==> src/rtl/vfqvb_pkg.sv <==
// ----------------------------------------------------------------------------
// Voxel face quad vertex builder package
// Shared constants, the corner offset table and the item type handed from
// the seam-select stages to the vertex emitter.
// ----------------------------------------------------------------------------
package vfqvb_pkg;

    localparam int CHUNK_EDGE = 32;

    // Largest legal block coordinate, in the 6-bit width of a vertex coordinate.
    localparam logic [5:0] EDGE_MAX = 6'(CHUNK_EDGE - 1);

    localparam int COORD_W = 5;
    localparam int FACE_W  = 3;
    localparam int TEX_W   = 12;
    localparam int LEVEL_W = 16;

    typedef logic [1:0] corner_t;

    // Offset bits are written as {dx, dy, dz}.
    typedef logic [2:0] offset_t;

    localparam offset_t CORNER_OFFSET [0:7][0:3] = '{
        '{3'b010, 3'b000, 3'b011, 3'b001},  // west
        '{3'b100, 3'b110, 3'b101, 3'b111},  // east
        '{3'b000, 3'b100, 3'b001, 3'b101},  // south
        '{3'b110, 3'b010, 3'b111, 3'b011},  // north
        '{3'b010, 3'b110, 3'b000, 3'b100},  // bottom
        '{3'b001, 3'b101, 3'b011, 3'b111},  // top
        '{3'b000, 3'b000, 3'b000, 3'b000},  // no such face
        '{3'b000, 3'b000, 3'b000, 3'b000}   // no such face
    };

    typedef struct packed {
        logic [COORD_W-1:0] bx;
        logic [COORD_W-1:0] by;
        logic [COORD_W-1:0] bz;
        logic [FACE_W-1:0]  face;
        logic [TEX_W-1:0]   tex;
        logic [LEVEL_W-1:0] sun;
        logic [LEVEL_W-1:0] occ;
        logic               flip;
    } item_t;

    // Corner emitted at a given slot when the seam is flipped.
    function automatic corner_t flipped_corner(input corner_t slot);
        corner_t c;
        unique case (slot)
            2'd0:    c = 2'd1;
            2'd1:    c = 2'd3;
            2'd2:    c = 2'd0;
            default: c = 2'd2;
        endcase
        return c;
    endfunction

endpackage

==> src/rtl/vfqvb_vertex_emit.sv <==
// ----------------------------------------------------------------------------
// Vertex emitter
// Holds one face and sends its four vertices, one per beat, through a
// registered output stage.
// ----------------------------------------------------------------------------
module vfqvb_vertex_emit (
    input  logic                 clk,
    input  logic                 rst_n,
    input  logic                 item_valid,
    output logic                 item_ready,
    input  vfqvb_pkg::item_t     item,
    output logic                 out_valid,
    input  logic                 out_ready,
    output logic [31:0]          vertex_word,
    output logic [23:0]          light_word,
    output logic [1:0]           slot,
    output logic                 last_vertex
);

    logic                 hold_valid_reg;
    logic                 hold_valid_next;
    vfqvb_pkg::item_t     hold_reg;
    logic [1:0]           slot_reg;
    logic                 out_valid_reg;
    logic                 out_valid_next;
    logic [31:0]          vertex_reg;
    logic [23:0]          light_reg;
    logic [1:0]           out_slot_reg;
    logic                 last_reg;

    logic                 out_take;
    logic                 fire;
    logic                 item_take;
    vfqvb_pkg::corner_t   corner;
    vfqvb_pkg::offset_t   offset;
    logic [5:0]           vx;
    logic [5:0]           vy;
    logic [5:0]           vz;
    logic [3:0]           sun_n;
    logic [3:0]           occ_n;
    logic [31:0]          vertex_next;
    logic [23:0]          light_next;

    assign out_take   = !out_valid_reg || out_ready;
    assign fire       = hold_valid_reg && out_take;
    assign item_ready = !hold_valid_reg || (fire && slot_reg == 2'd3);
    assign item_take  = item_valid && item_ready;

    always_comb
    begin
        if (hold_reg.flip)
        begin
            corner = vfqvb_pkg::flipped_corner(slot_reg);
        end
        else
        begin
            corner = slot_reg;
        end
        offset = vfqvb_pkg::CORNER_OFFSET[hold_reg.face][corner];
        vx     = {1'b0, hold_reg.bx} + {5'b0, offset[2]};
        vy     = {1'b0, hold_reg.by} + {5'b0, offset[1]};
        vz     = {1'b0, hold_reg.bz} + {5'b0, offset[0]};
        sun_n  = hold_reg.sun[{corner, 2'b00} +: 4];
        occ_n  = hold_reg.occ[{corner, 2'b00} +: 4];
        vertex_next = {hold_reg.tex, corner, vz, vy, vx};
        light_next  = {occ_n, sun_n, 16'b0};
    end

    always_comb
    begin
        if (item_take)
        begin
            hold_valid_next = 1'b1;
        end
        else if (fire && slot_reg == 2'd3)
        begin
            hold_valid_next = 1'b0;
        end
        else
        begin
            hold_valid_next = hold_valid_reg;
        end

        if (fire)
        begin
            out_valid_next = 1'b1;
        end
        else if (out_ready)
        begin
            out_valid_next = 1'b0;
        end
        else
        begin
            out_valid_next = out_valid_reg;
        end
    end

    always_ff @(posedge clk or negedge rst_n)
    begin
        if (!rst_n)
        begin
            hold_valid_reg <= 1'b0;
            out_valid_reg  <= 1'b0;
            slot_reg       <= 2'd0;
        end
        else
        begin
            hold_valid_reg <= hold_valid_next;
            out_valid_reg  <= out_valid_next;
            if (item_take)
            begin
                slot_reg <= 2'd0;
            end
            else if (fire)
            begin
                slot_reg <= slot_reg + 2'd1;
            end
        end
    end

    always_ff @(posedge clk)
    begin
        if (item_take)
        begin
            hold_reg <= item;
        end
        if (fire)
        begin
            vertex_reg   <= vertex_next;
            light_reg    <= light_next;
            out_slot_reg <= slot_reg;
            last_reg     <= (slot_reg == 2'd3);
        end
    end

    assign out_valid   = out_valid_reg;
    assign vertex_word = vertex_reg;
    assign light_word  = light_reg;
    assign slot        = out_slot_reg;
    assign last_vertex = last_reg;

endmodule

==> src/rtl/voxel_face_quad_vertex_builder_top.sv <==
// A face passes the stage 1, stage 2 and emitter hold registers before its first
// vertex is registered at the output. The single result channel moves one vertex
// beat per cycle unless out_ready stalls it; faces enter until stages 1-2 fill.
// Reset clears every valid bit; payload registers are not reset.
// ----------------------------------------------------------------------------
// Voxel face quad vertex builder
// Clamps the block position, sums corner light, picks the quad seam and
// emits four packed vertices per face.
// ----------------------------------------------------------------------------
module voxel_face_quad_vertex_builder_top (
    input  logic        clk,
    input  logic        rst_n,
    input  logic        in_valid,
    output logic        in_ready,
    input  logic [4:0]  block_i,
    input  logic [4:0]  block_j,
    input  logic [4:0]  block_k,
    input  logic [2:0]  face_dir,
    input  logic [11:0] texture_id,
    input  logic [15:0] sun_levels,
    input  logic [15:0] occlusion_levels,
    output logic        out_valid,
    input  logic        out_ready,
    output logic [31:0] vertex_word,
    output logic [23:0] light_word,
    output logic [1:0]  slot,
    output logic        last_vertex
);

    // Stage 1: clamped coordinates and per-corner light totals.
    logic               s1_valid_reg;
    vfqvb_pkg::item_t   s1_item_reg;
    logic [4:0]         s1_total_reg [0:3];
    logic               s1_ready;

    // Stage 2: seam decision.
    logic               s2_valid_reg;
    vfqvb_pkg::item_t   s2_item_reg;
    logic               s2_ready;

    logic               emit_ready;
    vfqvb_pkg::item_t   s1_item_next;
    vfqvb_pkg::item_t   s2_item_next;
    logic [4:0]         total_next [0:3];
    logic [4:0]         diff21;
    logic [4:0]         diff30;

    function automatic logic [4:0] clamp_coord(input logic [4:0] c);
        logic [4:0] r;
        if ({1'b0, c} > vfqvb_pkg::EDGE_MAX)
        begin
            r = vfqvb_pkg::EDGE_MAX[4:0];
        end
        else
        begin
            r = c;
        end
        return r;
    endfunction

    assign s1_ready = !s1_valid_reg || s2_ready;
    assign s2_ready = !s2_valid_reg || emit_ready;
    assign in_ready = s1_ready;

    always_comb
    begin
        s1_item_next.bx   = clamp_coord(block_i);
        s1_item_next.by   = clamp_coord(block_j);
        s1_item_next.bz   = clamp_coord(block_k);
        s1_item_next.face = face_dir;
        s1_item_next.tex  = texture_id;
        s1_item_next.sun  = sun_levels;
        s1_item_next.occ  = occlusion_levels;
        s1_item_next.flip = 1'b0;
        for (int n = 0; n < 4; n++)
        begin
            total_next[n] = {1'b0, sun_levels[4*n +: 4]}
                          + {1'b0, occlusion_levels[4*n +: 4]};
        end
    end

    always_comb
    begin
        if (s1_total_reg[2] > s1_total_reg[1])
        begin
            diff21 = s1_total_reg[2] - s1_total_reg[1];
        end
        else
        begin
            diff21 = s1_total_reg[1] - s1_total_reg[2];
        end
        if (s1_total_reg[3] > s1_total_reg[0])
        begin
            diff30 = s1_total_reg[3] - s1_total_reg[0];
        end
        else
        begin
            diff30 = s1_total_reg[0] - s1_total_reg[3];
        end
        s2_item_next      = s1_item_reg;
        s2_item_next.flip = (diff21 > diff30);
    end

    always_ff @(posedge clk or negedge rst_n)
    begin
        if (!rst_n)
        begin
            s1_valid_reg <= 1'b0;
            s2_valid_reg <= 1'b0;
        end
        else
        begin
            if (s1_ready)
            begin
                s1_valid_reg <= in_valid;
            end
            if (s2_ready)
            begin
                s2_valid_reg <= s1_valid_reg;
            end
        end
    end

    always_ff @(posedge clk)
    begin
        if (s1_ready && in_valid)
        begin
            s1_item_reg <= s1_item_next;
            for (int n = 0; n < 4; n++)
            begin
                s1_total_reg[n] <= total_next[n];
            end
        end
        if (s2_ready && s1_valid_reg)
        begin
            s2_item_reg <= s2_item_next;
        end
    end

    vfqvb_vertex_emit u_emit (
        .clk         (clk),
        .rst_n       (rst_n),
        .item_valid  (s2_valid_reg),
        .item_ready  (emit_ready),
        .item        (s2_item_reg),
        .out_valid   (out_valid),
        .out_ready   (out_ready),
        .vertex_word (vertex_word),
        .light_word  (light_word),
        .slot        (slot),
        .last_vertex (last_vertex)
    );

endmodule
==> config.mk <==
export PLATFORM = sky130hd
export DESIGN_NAME = voxel_face_quad_vertex_builder_top
export DESIGN_NICKNAME = d
export VERILOG_FILES = /design/src/rtl/vfqvb_pkg.sv /design/src/rtl/vfqvb_vertex_emit.sv /design/src/rtl/voxel_face_quad_vertex_builder_top.sv
export SDC_FILE = /design/constraint.sdc
export NUM_CORES = 1
export LEC_CHECK = 0
export BUFFER_PORTS_ARGS = -buffer_cell sky130_fd_sc_hd__buf_2
export CORE_UTILIZATION = 57
export DETAILED_ROUTE_END_ITERATION = 10
export GPL_TIMING_DRIVEN = 0
export PLACE_DENSITY_LB_ADDON = 0.1
export SYNTH_ARGS = -nofsm -noshare
export SYNTH_HDL_FRONTEND = slang
export SYNTH_SLANG_ARGS = --single-unit
==> constraint.sdc <==
create_clock -name clk -period 4.8 [get_ports clk]
set_input_delay 0.48 -clock clk [delete_from_list [all_inputs] [get_ports clk]]
set_output_delay 0.48 -clock clk [all_outputs]
set_load 0.02 [all_outputs]
Yosys cells after proc, flatten, opt, wreduce, memory -nomap -nowiden

Memory sizes are Yosys's and may differ from the RTL's.
Index checks and enable logic that the tools add are counted.

RAM bits: 20
Output and inout port bits: 61
Memories: 2
Logic and storage cells: 92
Bits in registers: 237
ROM bits: 96

Memory list:

| name             | words | bits a word | read ports | clocked after memory_dff | wr ports | line                                     | text |
|---|---|---|---|---|---|---|---|
| (name not given) | 8     | 12          | 1          | 0                        | 0        | vfqvb_vertex_emit.sv:59                  | `offset = vfqvb_pkg::CORNER_OFFSET[hold_reg.face][corner];` |
| s1_total_reg     | 4     | 5           | 4          | 0                        | 4        | voxel_face_quad_vertex_builder_top.sv:33 | `logic [4:0] s1_total_reg [0:3];` |

Order comparisons: 5
Bitwise logic cells: 2
$add $sub $neg: 12
Shift operators: 2
Muxes and demuxes: 17
Equality and inequality tests: 3
Reduce and logical (&&, ||, !) cells: 17

Operator list:

| operator            | number |
|---|---|
| $shiftx 16x5->4     | 2 |
| $mux 12             | 2 |
| $add 4x4->5         | 4 |
| $sub 5x5->5         | 4 |
| $add 5x1->6         | 3 |
| $gt 5x5->1          | 3 |
| $mux 5              | 2 |
| $bmux 3 s2          | 1 |
| $mux 1              | 6 |
| $mux 2              | 3 |
| $mux 3              | 2 |
| $pmux 2 s3          | 1 |
| $reduce_bool 2->1   | 3 |
| $logic_and 1x1->1   | 5 |
| $eq 2x2->1 const B  | 2 |
| $ge 4x4->1 const B  | 1 |
| $logic_not 1->1     | 4 |
| $logic_or 1x1->1    | 4 |
| $not 3->4           | 1 |
| $ge 3x3->1 const B  | 1 |
| $not 2->3           | 1 |
| $add 2x1->2 const B | 1 |
| $eq 2x1->1 const B  | 1 |
| $logic_not 2->1     | 1 |

Depth between registers and ports, before layout

Gate-level depths: netlist of the first run.

Depth after elaboration: 10
Gate-level depth with buffers: 14

Modules after synthesis

A second synthesis of the first run with hierarchy kept.

Cell total of the unflattened synthesis: 564
Area, all modules: 10109.7 µm²

Modules (own cells, without submodules):

| module                             | instances | sequential area each (µm²) | cells an instance | area an instance (µm²) |
|---|---|---|---|---|
| voxel_face_quad_vertex_builder_top | 1         | 4404.2                     | 366               | 6075.8 |
| vfqvb_vertex_emit                  | 1         | 3283.1                     | 198               | 4033.9 |

Worst setup path before layout of the first run

No wires, ideal clock.

Path type: register to register
Start: register u_emit.slot_reg[0]
End: register u_emit.hold_reg[0] (netlist bit) (enable)
Cell stages (with the launch flop): 4
Slack: 726 ps
Data arrival time: 3583 ps
Required time: 4309 ps
Period minus slack after synthesis: 4074 ps
Cells stage by stage: dfrtp_1 ha_1 a21oi_1 nor2b_1

Word-level cells in the longest chain between the ends: 4

Ends and longest elaborated chain:

| element                  | line                     | text |
|---|---|---|
| start: declaration       | vfqvb_vertex_emit.sv:23  | `logic [1:0] slot_reg;` |
| start signal: assignment | vfqvb_vertex_emit.sv:116 | `slot_reg <= slot_reg + 2'd1;` |
| $eq 2x2->1               | vfqvb_vertex_emit.sv:46  | `assign item_ready = !hold_valid_reg \|\| (fire && slot_reg == 2'd3);` |
| $logic_and 1x1->1        | vfqvb_vertex_emit.sv:46  |  |
| $logic_or 1x1->1         | vfqvb_vertex_emit.sv:46  |  |
| $logic_and 1x1->1        | vfqvb_vertex_emit.sv:47  | `assign item_take = item_valid && item_ready;` |
| end signal: assignment   | vfqvb_vertex_emit.sv:125 | `hold_reg <= item;` |
| end: declaration         | vfqvb_vertex_emit.sv:22  | `vfqvb_pkg::item_t hold_reg;` |

Every way passes these cells.
A chain may end at the register's enable or synchronous reset.

==> results of run 1 <==
power groups by stage:
stage | sequential (mW) | clock, mW | combinational, mW
6_report | 2.95 | 1.74 | 0.965
2_1_floorplan | 3.07 | 0 | 0.584
3_3_place_gp | 3.02 | 0 | 0.888
3_5_place_dp | 3.00 | 0 | 0.960
5_1_grt | 2.98 | 1.88 | 1.08
4_1_cts | 2.96 | 1.79 | 0.969
final cells by class:
cell class	instances	area (µm²)	share of cell area (%)
sequential	257	7690	65.4
multi-input combinational	281	2070	17.6
clock buffer	32	652	5.54
timing repair buffer	115	648	5.51
tap	225	282	2.39
inverter	48	181	1.54
buffer	23	159	1.35
clock inverter	11	83.8	0.713
antenna	1	2.50	0.0213
Yosys cell counts (4+ instances only):
cell type	instances	area, µm²
a21o_1	11	82.6
a21oi_1	25	125
a31oi_1	10	62.6
and3_1	11	68.8
buf_2	4	20.0
buf_4	16	120
dfrtp_1	6	150
edfxtp_1	251	7540
fa_1	8	160
ha_1	48	601
inv_1	46	173
mux2i_1	9	90.1
nand2_1	50	188
nand2b_1	7	43.8
nand3_1	16	80.1
nor2_1	12	45.0
nor2b_1	8	50.1
o21ai_0	8	40.0
xnor2_1	15	131
xor2_1	5	43.8
layer usage:
metal	up-vias	wire, µm	GRT usage [%]	share of wire [%]
met4	0	428	7.12	2.8
met1	2427	6190	21.8	40
li1	2473	-	-	-
met5	-	0	0	0
met3	31	877	2.82	5.7
met2	169	7900	30.7	51
kinds of logic after synthesis:
| kind of cell | synth area share, % |
|---|---|
| mux | 1.27 |
| buf+inv | 3.40 |
| fa+ha+maj | 7.59 |
| simple gates | 5.11 |
| flops | 76.7 |
| xor+xnor | 1.75 |
| other cells | 0.0374 |
| compound gates | 4.12 |
what timing repair did:
action | in CTS | in global routing
resized for setup | 0 | 0
endpoints found under the hold margin | 6 | 0
hold buffers | 1 | 0
setup endpoints to repair | 0 | 0
worst max-delay path, cell delays in order, from the launching register on:
cell and delay (ns):
edfxtp_1 0.40, inv_1 0.08, ha_1 0.22, buf_2 0.18, a21oi_1 0.20, o21ai_1 0.16, o211ai_2 0.25, mux2_1 0.37
ha_1 0.32, a21oi_1 0.14, nor2_1 0.05, a211oi_1 0.21, nor2_1 0.09
metrics by stage:
| stage | power (mW) | utilization, % | cells | setup TNS (ns) | cell area [µm²] |
|---|---|---|---|---|---|
| 3_5_place_dp | 3.96 | 63.9 | 948 | 0 | 11000 |
| 5_1_grt | 5.94 | 68.2 | 993 | 0 | 11800 |
| 4_1_cts | 5.72 | 68.2 | 992 | 0 | 11800 |
| 6_report | 5.66 | 68.2 | 993 | 0 | 11800 |
| 3_3_place_gp | 3.91 | 63.3 | 944 | -25.15 | 10900 |
| 2_1_floorplan | 3.65 | - | 609 | 0 | 10100 |
cell usage in the layout, fill, tap and decap left out, types with 3 or more instances in the layout:
cell type,n
edfxtp_1,251
buf_2,114
nand2_1,50
ha_1,48
inv_1,46
a21oi_1,25
clkbuf_16,25
nand3_1,16
buf_4,16
conb_1,16
xnor2_1,15
nor2_1,11
and3_1,11
a21o_1,11
a31oi_1,10
mux2i_1,9
clkbuf_1,9
o21ai_0,8
fa_1,8
nor2b_1,7
nand2b_1,7
dfrtp_1,6
xor2_1,5
clkinv_1,5
clkinv_2,3
buf_12,3
how the worst max path moves through the flow:
stage	start	to	slack [ns]	cells after the start
after detailed placement	s1_total_reg[2][2]	s2_item_reg[0]	1.94	12
final	s1_total_reg[2][2]	s2_item_reg[0]	1.88	12
after global placement	u_emit.slot_reg[0]	u_emit.hold_reg[40]	-0.40	3
after CTS	s1_total_reg[2][2]	s2_item_reg[0]	1.92	12
after global routing	s1_total_reg[2][2]	s2_item_reg[0]	1.74	13
after floorplan	u_emit.slot_reg[0]	u_emit.hold_reg[0]	0.73	3
==> flow_metrics.py, run 1 <==
metrics = {
    "outcome": {
        "status": "finished clean",
    },
    "pwr": {
        "p_comb_share_pct": 17.0,
        "power_frac_seq_pct": 52.2,
        "switching_power_mw": 1.45,
        "ir_drop_mv": 0.334,
        "p_per_area_nw_per_um2": 482,
        "p_leak_nw": 4.60,
        "cellInternalPower_mw": 4.22,
        "switching_share_pct": 25.5,
        "clockPowerShare_pct": 30.8,
    },
    "synthesis": {
        "synthFlopType": "edfxtp_1",
        "yosysUniqueCellTypes": 41,
        "ys_ff_latch": 257,
        "synth_edf_count": 251,
        "synth_seq_area_share_pct": 76.7,
        "async_reset_ff_share_pct": 2.33,
        "synth_cells": 594,
        "syn_area_per_cell_um2": 16.9,
        "syn_area_um2": 10000,
        "yosys_warnings": 0,
    },
    "clocking": {
        "clockBufferDepth": 3,
        "htreeDepth": 1,
        "cts-root-buf": "clkbuf_16",
        "tritoncts": "yes",
        "clk_pin_slew_ns": 0.06,
        "numCtsBuffers": 25,
        "post_cts_buffers": 0,
        "clock_latency_ns": 0.50,
        "clock_sinks": 257,
    },
    "floorplan": {
        "row_count": 48,
        "die_y_um": 135,
        "die_area_um2": 18100,
        "coreArea_um2": 17200,
        "fp.dieW_um": 135,
        "ios": 127,
        "start_util_pct": 58.1,
    },
    "detailed_routing": {
        "wl_mm": 15.4,
        "num_vias": 5100,
        "ant_nets": 0,
        "route.detailed.drc": 0,
        "via_per_inst": 5.14,
        "route.detailed.wl_per_inst_um": 15.5,
        "drtPass1Iterations": 4,
        "drt_iter0_markers": 325,
    },
    "grt": {
        "grt_pass1_vias": 4978,
        "grt.overflow.total": 0,
        "grt_pass1_wl_mm": 24.3,
        "antenna_found_initial": 1,
        "track_usage_pct": 17.5,
        "grt_max_degree": 48,
    },
    "setup_path": {
        "cp_max_fo": 10,
        "reg2reg_depth": 12,
        "start_kind": "register",
        "worst-setup-path-type": "register to register",
        "end_kind": "register",
        "worst_ep_arrival_time_ns": 3.16,
        "r2r-start": "s1_total_reg[2][2]",
        "worstReg2RegEnd": "s2_item_reg[0]",
        "required_ns": 5.04,
        "rrSetupSlack_ns": 1.88,
    },
    "min_path": {
        "hold_depth": 1,
        "hold_class": "input pin to register",
        "worstHoldStart": "block_i[2]",
        "hold-path-endpoint": "s1_item_reg[60]",
    },
    "cells_and_area": {
        "nets": 873,
        "area_growth_syn_to_layout_pct": 17.4,
        "drive_above_1_share_pct": 22.9,
        "fillers": 1159,
    },
    "placement": {
        "place.port_buffers": 110,
        "dp_slack_ns": 1.94,
        "dp.final_hpwl_mm": 11.1,
        "routabilityCongestion": 0.920,
    },
    "sta": {
        "fin_crit_ns": 2.92,
        "fin_ws_ns": 1.88,
        "setup_viol": 0,
        "skew_ns": 0.00778,
        "rsz0062_at_grt": "false",
        "period_share_pct": 60.8,
        "drv_slew": 0,
        "holdWs_ns": 0.155,
        "hold_violations": 0,
        "tightest_slew_ns": 0.856,
        "fmax_ghz": 0.343,
        "slew_headroom_pct": 42.8,
    },
    "run": {
        "maxCapViolations": 0,
    },
}
Power figures use the tool's default switching activity.
==> inputs of run 2 (changes only) <==
==> constraint.sdc (replaced) <==
create_clock -name clk -period 2.7 [get_ports clk]
set_input_delay 0.27 -clock clk [delete_from_list [all_inputs] [get_ports clk]]
set_output_delay 0.27 -clock clk [all_outputs]
set_load 0.02 [all_outputs]
==> flow_metrics.py, run 2 (same netlist as run 1, synthesis figures left out) <==
metrics = {
    "grt": {
        "grt_pass1_vias": 5498,
        "grt_max_degree": 64,
        "grt.overflow.total": 0,
        "grt_pass1_wl_mm": 26.4,
        "antenna_found_initial": 0,
        "track_usage_pct": 19.1,
    },
    "cells_and_area": {
        "diodes": 0,
        "final_area_um2": 12700,
        "nets": 943,
        "area_growth_syn_to_layout_pct": 27.2,
        "mostFrequentLayoutCells": "251 x edfxtp_1, 112 x buf_2, 62 x dlygate4sd3_1, 50 x nand2_1, 43 x inv_1",
        "final_common_cell": "edfxtp_1",
        "fillers": 1068,
        "drive_above_1_share_pct": 26.2,
    },
    "pwr": {
        "clockPowerShare_pct": 33.5,
        "cellInternalPower_mw": 8.16,
        "p_leak_nw": 4.99,
        "ir_drop_mv": 0.662,
        "switching_power_mw": 2.75,
        "p_per_area_nw_per_um2": 856,
        "power_frac_seq_pct": 48.2,
        "switching_share_pct": 25.2,
        "p_comb_share_pct": 18.3,
    },
    "clocking": {
        "clockBufferDepth": 3,
        "tritoncts": "yes",
        "clk_pin_slew_ns": 0.06,
        "cts-root-buf": "clkbuf_16",
        "clock_latency_ns": 0.51,
        "clock_sinks": 257,
        "numCtsBuffers": 25,
        "htreeDepth": 1,
    },
    "setup_path": {
        "reg2reg_depth": 11,
        "required_ns": 2.95,
        "cp_max_fo": 3,
        "worst-setup-path-type": "register to register",
        "rrSetupSlack_ns": -0.03,
        "worstReg2RegEnd": "s2_item_reg[0]",
        "worst_ep_arrival_time_ns": 2.99,
        "r2r-start": "s1_total_reg[0][1]",
        "end_kind": "register",
        "start_kind": "register",
    },
    "sta": {
        "fin_ws_ns": -0.0346,
        "drv_slew": 0,
        "fmax_ghz": 0.366,
        "tightest_slew_ns": 0.839,
        "rsz0062_at_grt": "true",
        "setup_viol": 1,
        "slew_headroom_pct": 43.9,
        "hold_violations": 0,
        "period_share_pct": 101,
        "skew_ns": 0.0132,
        "holdWs_ns": 0.0370,
        "fin_crit_ns": 2.73,
    },
    "detailed_routing": {
        "drtPass1Iterations": 6,
        "wl_mm": 17.1,
        "ant_nets": 0,
        "route.detailed.drc": 0,
        "drt_iter0_markers": 332,
        "via_per_inst": 5.08,
        "num_vias": 5411,
        "route.detailed.wl_per_inst_um": 16.1,
    },
    "min_path": {
        "hold_depth": 1,
        "hold_class": "input pin to register",
        "hold-path-endpoint": "s1_item_reg[22]",
        "worstHoldStart": "sun_levels[5]",
    },
    "floorplan": {
        "coreArea_um2": 17200,
        "fp.dieW_um": 135,
        "die_area_um2": 18100,
        "start_util_pct": 58.1,
        "die_y_um": 135,
        "ios": 127,
        "row_count": 48,
    },
    "placement": {
        "routabilityCongestion": 0.930,
        "dp.final_hpwl_mm": 10.9,
        "dp_slack_ns": -0.133,
        "placed_cell_area_um2": 11000,
        "place.port_buffers": 110,
    },
    "run": {
        "maxCapViolations": 0,
    },
    "outcome": {
        "status": "finished, violations left",
        "violations": "setup timing",
    },
}
-- run 2: cell count changes in the layout (fill, tap and decap cells not counted), sizes merged --
cell / delta
bufinv: +5
clkinvlp: -1
buf: +10
clkbuf: -4
diode: -1
clkinv: +3
dlygate4sd3: +61
inv: -1
-- run 2: cell type report --
class                   count  area, µm²  area share [%]
well taps                 225        282            2.21
clock inverters            17        245            1.92
flip-flops and latches    257       7690            60.3
clock buffers              29        641            5.02
plain buffers              21        156            1.23
multi-input cells         281       2220            17.4
inverters                  48        181            1.42
repair buffers            187       1330            10.5
-- run 2: worst max-delay path by stage --
stage	from	endpoint	slack, ns
after floorplan	s1_total_reg[2][2]	s2_item_reg[0]	0.12
after global routing	s1_total_reg[3][0]	s2_item_reg[0]	-0.13
final	s1_total_reg[0][1]	s2_item_reg[0]	-0.03
after global placement	u_emit.slot_reg[0]	s1_item_reg[39]	-0.21
after CTS	s1_total_reg[2][4]	s2_item_reg[0]	0.0003
after detailed placement	s1_total_reg[2][2]	s2_item_reg[0]	-0.13
-- run 2: power by group through the flow --
stage	clock network (mW)	logic, mW	registers (mW)
after global placement	0	1.58	5.34
after floorplan	0	1.04	5.43
final	3.66	1.99	5.26
after CTS	3.76	1.87	5.26
after detailed placement	0	1.70	5.34
after global routing	3.89	2.19	5.30
-- run 2: worst max-delay path, cell delays in order, from the launching register on --
cell      delay, ns
edfxtp_1       0.43
inv_2          0.10
ha_1           0.26
nor2b_1        0.16
o21ai_2        0.18
nand2_1        0.12
a31oi_2        0.22
a31oi_1        0.16
ha_1           0.37
a21o_1         0.20
a211oi_2       0.21
nor2_1         0.07
-- run 2: what timing repair did --
action,in CTS,in global routing
resized for setup,19,20
endpoints found under the setup margin,1,1
setup buffers,8,4
hold buffers,62,0
endpoints found under the hold margin,67,0
pin swaps,7,14
-- run 2: metal layers --
layer	up-vias	part of all wire [%]	track usage (%)
met1	2542	40	23.4
met2	221	52	34.7
met4	0	2.5	5.93
met3	40	5.9	3.08
li1	2608	-	-
met5	-	0	0
-- run 2: through the flow --
step	util (%)	setup TNS, ns	total power, mW	std cells
6_report	74.0	-0.0346	10.9	1065
3_5_place_dp	63.8	-0.133	7.04	947
5_1_grt	74.0	-0.129	11.4	1065
3_3_place_gp	63.4	-16.43	6.92	944
2_1_floorplan	-	0	6.47	609
4_1_cts	73.3	0	10.9	1061
==> inputs of run 3 (changes only) <==
--- a/config.mk
+++ b/config.mk
@@ -5,7 +5,9 @@
 export SDC_FILE = /design/constraint.sdc
 export NUM_CORES = 1
 export LEC_CHECK = 0
+export ABC_CLOCK_PERIOD_IN_PS = 3100
 export BUFFER_PORTS_ARGS = -buffer_cell sky130_fd_sc_hd__buf_2
+export CORE_MARGIN = 3
 export CORE_UTILIZATION = 57
 export DETAILED_ROUTE_END_ITERATION = 10
 export GPL_TIMING_DRIVEN = 0
==> constraint.sdc (replaced) <==
create_clock -name clk -period 3.1 [get_ports clk]
set_input_delay 0.31 -clock clk [delete_from_list [all_inputs] [get_ports clk]]
set_output_delay 0.31 -clock clk [all_outputs]
set_load 0.02 [all_outputs]
==> flow_metrics.py, run 3 (same netlist as run 1, synthesis figures left out) <==
metrics = {
    "min_path": {
        "hold_class": "input pin to register",
        "hold-path-endpoint": "s1_item_reg[15]",
        "worstHoldStart": "occlusion_levels[14]",
        "hold_depth": 1,
    },
    "grt": {
        "grt_pass1_vias": 5510,
        "grt.overflow.total": 0,
        "antenna_found_initial": 0,
        "grt_pass1_wl_mm": 26.6,
        "track_usage_pct": 17.1,
        "grt_max_degree": 49,
    },
    "pwr": {
        "ir_drop_mv": 0.431,
        "p_comb_share_pct": 17.6,
        "p_per_area_nw_per_um2": 722,
        "clockPowerShare_pct": 30.7,
        "switching_power_mw": 2.29,
        "p_leak_nw": 4.82,
        "cellInternalPower_mw": 6.58,
        "switching_share_pct": 25.8,
        "power_frac_seq_pct": 51.7,
    },
    "detailed_routing": {
        "wl_mm": 16.8,
        "route.detailed.drc": 0,
        "route.detailed.wl_per_inst_um": 16.2,
        "via_per_inst": 5.19,
        "ant_nets": 0,
        "num_vias": 5398,
        "drt_iter0_markers": 418,
        "drtPass1Iterations": 5,
    },
    "run": {
        "maxCapViolations": 0,
    },
    "floorplan": {
        "fp.dieW_um": 139,
        "die_y_um": 139,
        "ios": 127,
        "die_area_um2": 19200,
        "coreArea_um2": 16900,
        "row_count": 47,
        "start_util_pct": 59.4,
    },
    "placement": {
        "dp.final_hpwl_mm": 11.4,
        "place.port_buffers": 110,
        "dp.cells": 943,
        "routabilityCongestion": 0.873,
    },
    "setup_path": {
        "end_kind": "register",
        "rrSetupSlack_ns": 0.14,
        "path_cells": "ha_1 -> buf_2 -> nand2_1 -> o21ai_1 -> o211ai_2 -> o22a_1 -> mux2i_1 -> ha_1 -> nand3_1 -> nor2_1 -> a211oi_1 -> nor2_1",
        "worstReg2RegEnd": "s2_item_reg[0]",
        "worst-setup-path-type": "register to register",
        "required_ns": 3.35,
        "reg2reg_depth": 12,
        "worst_ep_arrival_time_ns": 3.20,
        "crit_path_max_incr_delay_ns": 0.41,
        "r2r-start": "s1_total_reg[1][2]",
        "critPathTopFamily": "compound AO/OA/AOI/OAI gates",
        "cp_num_cells": 12,
        "cp_max_fo": 10,
        "slowest_stage": "edfxtp_1",
        "critPathBufInv": 1,
        "start_kind": "register",
    },
    "cells_and_area": {
        "utilization_pct": 72.8,
        "final_cells": 1040,
        "mostFrequentLayoutCells": "251 x edfxtp_1, 114 x buf_2, 52 x dlygate4sd3_1, 50 x nand2_1, 48 x ha_1",
        "area_growth_syn_to_layout_pct": 22.6,
        "nets": 924,
        "diodes": 0,
        "final_common_cell": "edfxtp_1",
        "drive_above_1_share_pct": 22.0,
    },
    "sta": {
        "tightest_slew_ns": 0.884,
        "drv_slew": 0,
        "skew_ns": 0.00940,
        "slew_headroom_pct": 40.9,
        "fmax_ghz": 0.338,
        "rsz0062_at_grt": "false",
        "setup_viol": 0,
        "setup_tns_ns": 0,
        "hold_violations": 0,
        "fin_crit_ns": 2.96,
        "period_share_pct": 95.4,
    },
    "clocking": {
        "clock_latency_ns": 0.50,
        "numCtsBuffers": 25,
        "clock_sinks": 257,
        "tritoncts": "yes",
        "cts-root-buf": "clkbuf_16",
        "clockBufferDepth": 3,
        "htreeDepth": 1,
        "clk_pin_slew_ns": 0.06,
    },
    "outcome": {
        "status": "finished clean",
    },
}
run 3: layer usage:
| layer | GRT usage (%) | part of all wire, % |
|---|---|---|
| met1 | 21.1 | 40 |
| met2 | 30.7 | 51 |
| met3 | 2.93 | 5.3 |
| met4 | 6.08 | 3.1 |
| met5 | 0 | 0 |
run 3: power by group through the flow:
stage / sequential (mW) / clock, mW / combinational, mW
6_report: 4.58 / 2.72 / 1.56
5_1_grt: 4.62 / 2.95 / 1.72
4_1_cts: 4.59 / 2.80 / 1.57
3_5_place_dp: 4.66 / 0 / 1.50
3_3_place_gp: 4.66 / 0 / 1.39
2_1_floorplan: 4.74 / 0 / 0.906
run 3: layout make-up:
class | instances | area (µm²)
buffer | 23 | 159
clock inverter | 14 | 97.6
sequential | 257 | 7690
fill | 1046 | 4600
clock buffer | 31 | 648
timing repair buffer | 166 | 1170
inverter | 48 | 181
tap | 220 | 275
multi-input combinational | 281 | 2070
run 3: per-stage QoR:
step                      power (mW)  hold slack, ns  area (µm²)  setup slack [ns]
after floorplan                 5.64          0.0144       10100             0.129
after detailed placement        6.16           0.144       11000             0.211
after global routing            9.28         0.00535       12300            0.0339
after global placement          6.06           0.135       10900            -0.537
after CTS                       8.95        0.000774       12300             0.184
final                           8.87          0.0162       12300             0.143
run 3: how the worst max path moves through the flow:
stage,start,to,slack [ns]
6_report,s1_total_reg[1][2],s2_item_reg[0],0.14
4_1_cts,s1_total_reg[1][2],s2_item_reg[0],0.18
5_1_grt,s1_total_reg[1][2],s2_item_reg[0],0.03
3_5_place_dp,s1_total_reg[1][2],s2_item_reg[0],0.21
3_3_place_gp,u_emit.slot_reg[0],u_emit.hold_reg[44],-0.54
2_1_floorplan,u_emit.out_valid,u_emit.slot_reg[1],0.13
run 3: what timing repair did:
action	4_1_cts	5_1_grt
gates resized for setup	0	0
buffers inserted	0	0
hold endpoints to repair	56	1
hold buffers	51	1
